==> src/design/kvts_pkg.sv <==
// shared types, codes and defaults for the key-value table store
package kvts_pkg;

    // default sizing
    localparam int CAPACITY_DEF   = 128;
    localparam int KEY_BITS_DEF   = 64;
    localparam int VALUE_BITS_DEF = 64;

    // width of the key, value and read_value fields on the ports
    localparam int FIELD_W = 64;

    // request codes
    localparam logic [1:0] REQ_PUT    = 2'd0;
    localparam logic [1:0] REQ_GET    = 2'd1;
    localparam logic [1:0] REQ_DELETE = 2'd2;

    // status codes
    localparam logic [1:0] ST_EXISTED   = 2'd0;
    localparam logic [1:0] ST_INSERTED  = 2'd1;
    localparam logic [1:0] ST_NOT_FOUND = 2'd2;
    localparam logic [1:0] ST_FULL      = 2'd3;

    typedef struct packed {
        logic [1:0]         req_type;
        logic [FIELD_W-1:0] key;
        logic [FIELD_W-1:0] value;
    } kvts_req_t;

    typedef struct packed {
        logic [1:0]         status;
        logic [FIELD_W-1:0] read_value;
    } kvts_rsp_t;

endpackage

==> src/design/kvts_seq.sv <==
// request sequencer: scan, resolve and write-back for the key-value table
module kvts_seq
    import kvts_pkg::*;
#(
    parameter int CAPACITY   = CAPACITY_DEF,
    parameter int KEY_BITS   = KEY_BITS_DEF,
    parameter int VALUE_BITS = VALUE_BITS_DEF,
    localparam int IDX_W = (CAPACITY > 1) ? $clog2(CAPACITY) : 1,
    localparam int CNT_W = $clog2(CAPACITY + 1)
)
(
    input  logic                  clk,
    input  logic                  rst_n,
    input  logic                  start,
    output logic                  busy,
    input  kvts_req_t             req,
    output logic                  done,
    output kvts_rsp_t             rsp,
    output logic [IDX_W-1:0]      mem_raddr,
    output logic                  key_we,
    output logic [IDX_W-1:0]      key_waddr,
    output logic [KEY_BITS-1:0]   key_wdata,
    input  logic [KEY_BITS-1:0]   key_rdata,
    output logic                  val_we,
    output logic [IDX_W-1:0]      val_waddr,
    output logic [VALUE_BITS-1:0] val_wdata,
    input  logic [VALUE_BITS-1:0] val_rdata
);

    typedef enum logic [1:0] {
        S_IDLE,
        S_EMPTY,
        S_SCAN,
        S_DEL_WR
    } state_t;

    state_t                state_reg;
    logic [1:0]            op_reg;
    logic [KEY_BITS-1:0]   key_reg;
    logic [VALUE_BITS-1:0] value_reg;
    logic [IDX_W-1:0]      addr_reg;
    logic [IDX_W-1:0]      slot_reg;
    logic [CNT_W-1:0]      count_reg;
    logic                  done_reg;
    kvts_rsp_t             rsp_reg;

    logic                  match;
    logic                  scan_last;
    logic                  resolve;
    logic                  not_full;
    logic [IDX_W-1:0]      count_idx;
    logic [IDX_W-1:0]      last_idx;

    // key data at the output of the ram belongs to addr_reg
    assign match     = (state_reg == S_SCAN) && (key_rdata == key_reg);
    assign scan_last = (CNT_W'(addr_reg) + CNT_W'(1)) == count_reg;
    assign resolve   = ((state_reg == S_SCAN) && (match || scan_last))
                       || (state_reg == S_EMPTY);
    assign not_full  = count_reg != CNT_W'(CAPACITY);
    assign count_idx = count_reg[IDX_W-1:0];
    assign last_idx  = IDX_W'(count_reg - CNT_W'(1));

    // read address: next entry during the scan, last entry for a delete hit
    always_comb
    begin
        unique case (state_reg)
            S_IDLE:  mem_raddr = '0;
            S_SCAN:
            begin
                if (match && (op_reg == REQ_DELETE))
                    mem_raddr = last_idx;
                else
                    mem_raddr = addr_reg + IDX_W'(1);
            end
            default: mem_raddr = addr_reg;
        endcase
    end

    // write-back
    always_comb
    begin
        key_we    = 1'b0;
        key_waddr = count_idx;
        key_wdata = key_reg;
        val_we    = 1'b0;
        val_waddr = count_idx;
        val_wdata = value_reg;
        if (state_reg == S_DEL_WR)
        begin
            key_we    = 1'b1;
            key_waddr = slot_reg;
            key_wdata = key_rdata;
            val_we    = 1'b1;
            val_waddr = slot_reg;
            val_wdata = val_rdata;
        end
        else if (resolve && (op_reg == REQ_PUT))
        begin
            if (match)
            begin
                val_we    = 1'b1;
                val_waddr = addr_reg;
            end
            else if (not_full)
            begin
                key_we = 1'b1;
                val_we = 1'b1;
            end
        end
    end

    always_ff @(posedge clk or negedge rst_n)
    begin
        if (!rst_n)
        begin
            state_reg  <= S_IDLE;
            op_reg     <= REQ_PUT;
            key_reg    <= '0;
            value_reg  <= '0;
            addr_reg   <= '0;
            slot_reg   <= '0;
            count_reg  <= '0;
            done_reg   <= 1'b0;
            rsp_reg    <= '0;
        end
        else
        begin
            done_reg <= 1'b0;
            unique case (state_reg)
                S_IDLE:
                begin
                    if (start)
                    begin
                        op_reg    <= req.req_type;
                        key_reg   <= req.key[KEY_BITS-1:0];
                        value_reg <= req.value[VALUE_BITS-1:0];
                        addr_reg  <= '0;
                        state_reg <= (count_reg == '0) ? S_EMPTY : S_SCAN;
                    end
                end
                S_EMPTY, S_SCAN:
                begin
                    if (!resolve)
                    begin
                        addr_reg <= addr_reg + IDX_W'(1);
                    end
                    else
                    begin
                        state_reg          <= S_IDLE;
                        done_reg           <= 1'b1;
                        rsp_reg.status     <= ST_NOT_FOUND;
                        rsp_reg.read_value <= '0;
                        unique case (op_reg)
                            REQ_PUT:
                            begin
                                if (match)
                                    rsp_reg.status <= ST_EXISTED;
                                else if (not_full)
                                begin
                                    rsp_reg.status <= ST_INSERTED;
                                    count_reg      <= count_reg + CNT_W'(1);
                                end
                                else
                                    rsp_reg.status <= ST_FULL;
                            end
                            REQ_GET:
                            begin
                                if (match)
                                begin
                                    rsp_reg.status     <= ST_EXISTED;
                                    rsp_reg.read_value <= FIELD_W'(val_rdata);
                                end
                            end
                            REQ_DELETE:
                            begin
                                if (match)
                                begin
                                    // fetch the last entry, answer after moving it
                                    slot_reg  <= addr_reg;
                                    state_reg <= S_DEL_WR;
                                    done_reg  <= 1'b0;
                                end
                            end
                            default:
                            begin
                                rsp_reg.status <= ST_NOT_FOUND;
                            end
                        endcase
                    end
                end
                S_DEL_WR:
                begin
                    count_reg          <= count_reg - CNT_W'(1);
                    state_reg          <= S_IDLE;
                    done_reg           <= 1'b1;
                    rsp_reg.status     <= ST_EXISTED;
                    rsp_reg.read_value <= '0;
                end
                default:
                begin
                    state_reg <= S_IDLE;
                end
            endcase
        end
    end

    assign busy = state_reg != S_IDLE;
    assign done = done_reg;
    assign rsp  = rsp_reg;

endmodule

==> config.mk <==
export PLATFORM = sky130hd
export DESIGN_NAME = kvts_seq
export DESIGN_NICKNAME = d
export VERILOG_FILES = /design/src/design/kvts_pkg.sv /design/src/design/kvts_seq.sv
export SDC_FILE = /design/constraint.sdc
export NUM_CORES = 1
export LEC_CHECK = 0
export BUFFER_PORTS_ARGS = -buffer_cell sky130_fd_sc_hd__buf_2
export CAP_MARGIN = 10
export CORE_AREA = 3 3 184 186
export CTS_CLUSTER_SIZE = 16
export DETAILED_ROUTE_END_ITERATION = 8
export DIE_AREA = 0 0 187 189
export GPL_ROUTABILITY_DRIVEN = 0
export SKIP_LAST_GASP = 1
export SYNTH_ARGS = -nofsm -noshare
export SYNTH_HDL_FRONTEND = slang
export SYNTH_SLANG_ARGS = --single-unit
==> constraint.sdc <==
create_clock -name clk -period 8.43 [get_ports clk]
set_input_delay 0.4215 -clock clk [delete_from_list [all_inputs] [get_ports clk]]
set_output_delay 0.4215 -clock clk [all_outputs]
set_load 0.05 [all_outputs]
==> out/qor.csv <==
stage,metric,value,unit
clock_network,cts_tree,yes,
clock_network,cts_buffer_depth,3,
finish,syn2layout_area_growth,30.8,%
clock_network,root_buffer,clkbuf_16,
power,combPwrFrac,0.503,
placed_design,dp_slack,4.62,ns
yosys,synth.distinct_cells,58,
critical_path,r2r_start,addr_reg[0],
timing,setup_viol,0,
timing,fmax,229,MHz
critical_path,worstSetupPathDepth,10,
finish,largest_reg_flops,66,
route,drt-wirelength-per-cell,21.3,microns
grt,grt_util_all_layers,0.221,
placed_design,dp_hpwl,30900,microns
route,postRouteAntennaNets,0,
timing,rsz0062_at_grt,false,
route,routed_wl,41100,microns
critical_path,r2r-end,rsp[11],
route,drt_iter0_markers,492,
placed_design,numPortBuffers,479,
power,p_leak,7.50,nW
critical_path,r2r_slack,4.79,ns
critical_path,path_cells,"inv_1, ha_1, nand4_1, nor3_1, nand3_1, nor4_4, nand3b_2, mux2i_1, a22o_1, buf_2",
floorplan,die_area,0.0353,sq mm
yosys,synthArstFlopShare,1.00,
min_path,hp-class,in -> reg,
route,dr.pass1.iters,5,
critical_path,critPathLaunch,state_reg[0],
grt,grt_pass1_wl,61800,microns
clock_network,cts_resized,0,
critical_path,worst-path-buf-inv,2,
power,power_density,372,mW/mm^2
timing,drv_slew,0,
clock_network,htree_levels,1,
yosys,synth.avg_cell_area,11.9,sq um
floorplan,io_pins,480,
power,p_switching,2.72,mW
grt,grt_remaining_overflow,0,
critical_path,endpoint,mem_raddr[5],
critical_path,path_delay_family,simple AND/OR/NAND/NOR gates,
yosys,syn-cell-area,0.0120,sq mm
yosys,yosysTopAreaCell,dfrtp_1,
placed_design,place_area,0.0148,sq mm
critical_path,startpoint_type,register,
critical_path,worstPathArrival,3.95,ns
floorplan,core_area,0.0325,sq mm
yosys,synth_flop_cell,dfrtp_1,
timing,setup_tns,0,ns
power,ir_drop,410,uV
yosys,synth_top_area_share,0.459,
finish,finalInstanceArea,0.0157,sq mm
route,dr_total_vias,10000,
finish,layout.nets,1728,
grt,antenna_found_initial,12,
yosys,synth_enable_flop_cells,0,
timing,max_slew_margin,0.291,
grt,first_global_vias,10300,
power,p_int,3.13,mW
timing,hold_viol_final,0,
yosys,synth_seq_cells,221,
critical_path,slowest_delay,0.56,ns
yosys,syn-num-nets,1279,
critical_path,cp_max_fo,15,
floorplan,core.rowCount,66,
timing,fin_crit_sh,0.518,
floorplan,die_y,189,microns
power,pwr-share-clk,0.214,
floorplan,fp.dieW,187,microns
critical_path,path_class,reg -> out,
floorplan,initial_core_util,0.371,
clock_network,numCtsBuffers,27,
yosys,synth-seq-area-share,0.459,
grt,grt_max_degree,86,
power,power.total,5.85,mW
timing,post-route-min-period,4.37,ns
critical_path,reg2reg_depth,10,
power,switching_share,0.465,
yosys,synthCells,1010,
timing,worst_slack,4.06,ns
timing,tightest_slew,1.06,ns
route,drc,0,
finish,drive_gt1_frac,0.548,
clock_network,clock_latency,0.55,ns
route,avgViaCountPerCell,5.21,
clock_network,clock_sinks,221,
run_status,status,finished clean,
yosys,ys_top_cells_by_area,"dfrtp_1 46%, mux2_2 24%, a22o_1 4.8%",
flow_run,max_cap_viol_count,0,
yosys,yosys_warnings,0,
critical_path,required,8.01,ns
critical_path,cp_slowest_cell,nor4_4,
timing,finClkSkew,0.0150,ns
power,p_seq_frac,0.282,
clock_network,clk_pin_slew,0.06,ns
critical_path,end_kind,output port,
[cells in the final DEF (no fill, tap or decap), types with 27 or more instances in the layout]
master	instances
nand2b_1	34
nand2_1	28
dfrtp_1	221
xor2_1	45
mux2_2	260
a22o_1	66
clkbuf_16	27
o21ai_0	35
buf_2	478
[what timing repair did]
item | 4_1_cts | 5_1_grt
hold endpoints to repair | 83 | 0
hold buffers | 1 | 0
buffers inserted | 0 | 0
[metal layers]
layer  routed length (microns)  vias up  share of wire  track usage
li1                          -     4600              -            -
met1                     16200     4893           0.39        0.274
met2                     19800      430           0.48        0.370
met3                      3450       95          0.084       0.0657
met4                      1580       14          0.038       0.0756
met5                        79        -         0.0019            0
[power by group through the flow]
stage                     logic, mW  clock network (mW)  registers (mW)
after floorplan                2.29                   0            1.58
after global placement         2.94                   0            1.65
after detailed placement       2.95                   0            1.67
after CTS                      2.96                1.29            1.65
after global routing           3.09                1.33            1.70
final                          2.94                1.25            1.65
[worst min path at each step]
stage | startpoint | endpoint | slack (ns) | cells past startpoint
after floorplan | rst_n | addr_reg[0] | 0.13 | 0
after global placement | rsp[65] | rsp[65] | 0.47 | 1
after detailed placement | rst_n | value_reg[18] | 0.47 | 1
after CTS | val_rdata[2] | rsp[2] | 0.06 | 2
after global routing | req[19] | value_reg[19] | 0.08 | 2
final | val_rdata[2] | rsp[2] | 0.09 | 2
[cell type report]
class | count | area [sq um]
diodes | 6 | 15.0
clock buffers | 38 | 787
clock inverters | 11 | 176
fillers | 3084 | 16700
inverters | 26 | 97.6
multi-input cells | 695 | 6100
flip-flops and latches | 221 | 5530
well taps | 442 | 553
repair buffers | 488 | 2480
[metrics by stage]
step            util  cells  hold WS, ns
3_3_place_gp   0.455   1871        0.472
4_1_cts        0.485   1921       0.0641
2_1_floorplan      -   1010        0.126
3_5_place_dp   0.455   1871        0.467
6_report       0.485   1927       0.0939
5_1_grt        0.485   1924       0.0768
[Yosys cell counts, drive strengths merged (2+ instances only)]
| library cell | n |
|---|---|
| mux2 | 264 |
| dfrtp | 221 |
| a22o | 66 |
| xor2 | 46 |
| clkbuf | 38 |
| o21ai | 38 |
| nand2b | 34 |
| buf | 30 |
| nand2 | 29 |
| inv | 26 |
| xnor2 | 26 |
| nand3 | 24 |
| nand4 | 24 |
| nor2 | 22 |
| nor4 | 22 |
| mux2i | 21 |
| nor3 | 18 |
| ha | 8 |
| o41ai | 7 |
| a31oi | 4 |
| o22ai | 4 |
| o31ai | 4 |
| a21oi | 3 |
| nor4b | 3 |
| o2111ai | 3 |
| a211oi | 2 |
| and2 | 2 |
| and4 | 2 |
| nor3b | 2 |
| o211ai | 2 |
| o2bb2ai | 2 |
| or2 | 2 |
[cell families (layout without fill, tap and decap cells)]
kind of cell    after synthesis  after routing  share of synthesized area
fa+ha+maj                     8              8                    0.00832
buf+inv                      94            563                     0.0359
flops                       221            221                      0.459
mux                         285            285                      0.264
compound gates              142            142                     0.0896
other cells                   0              6                          0
simple gates                188            188                     0.0893
xor+xnor                     72             72                     0.0530
Note: power is estimated with default switching activity, not from simulation.
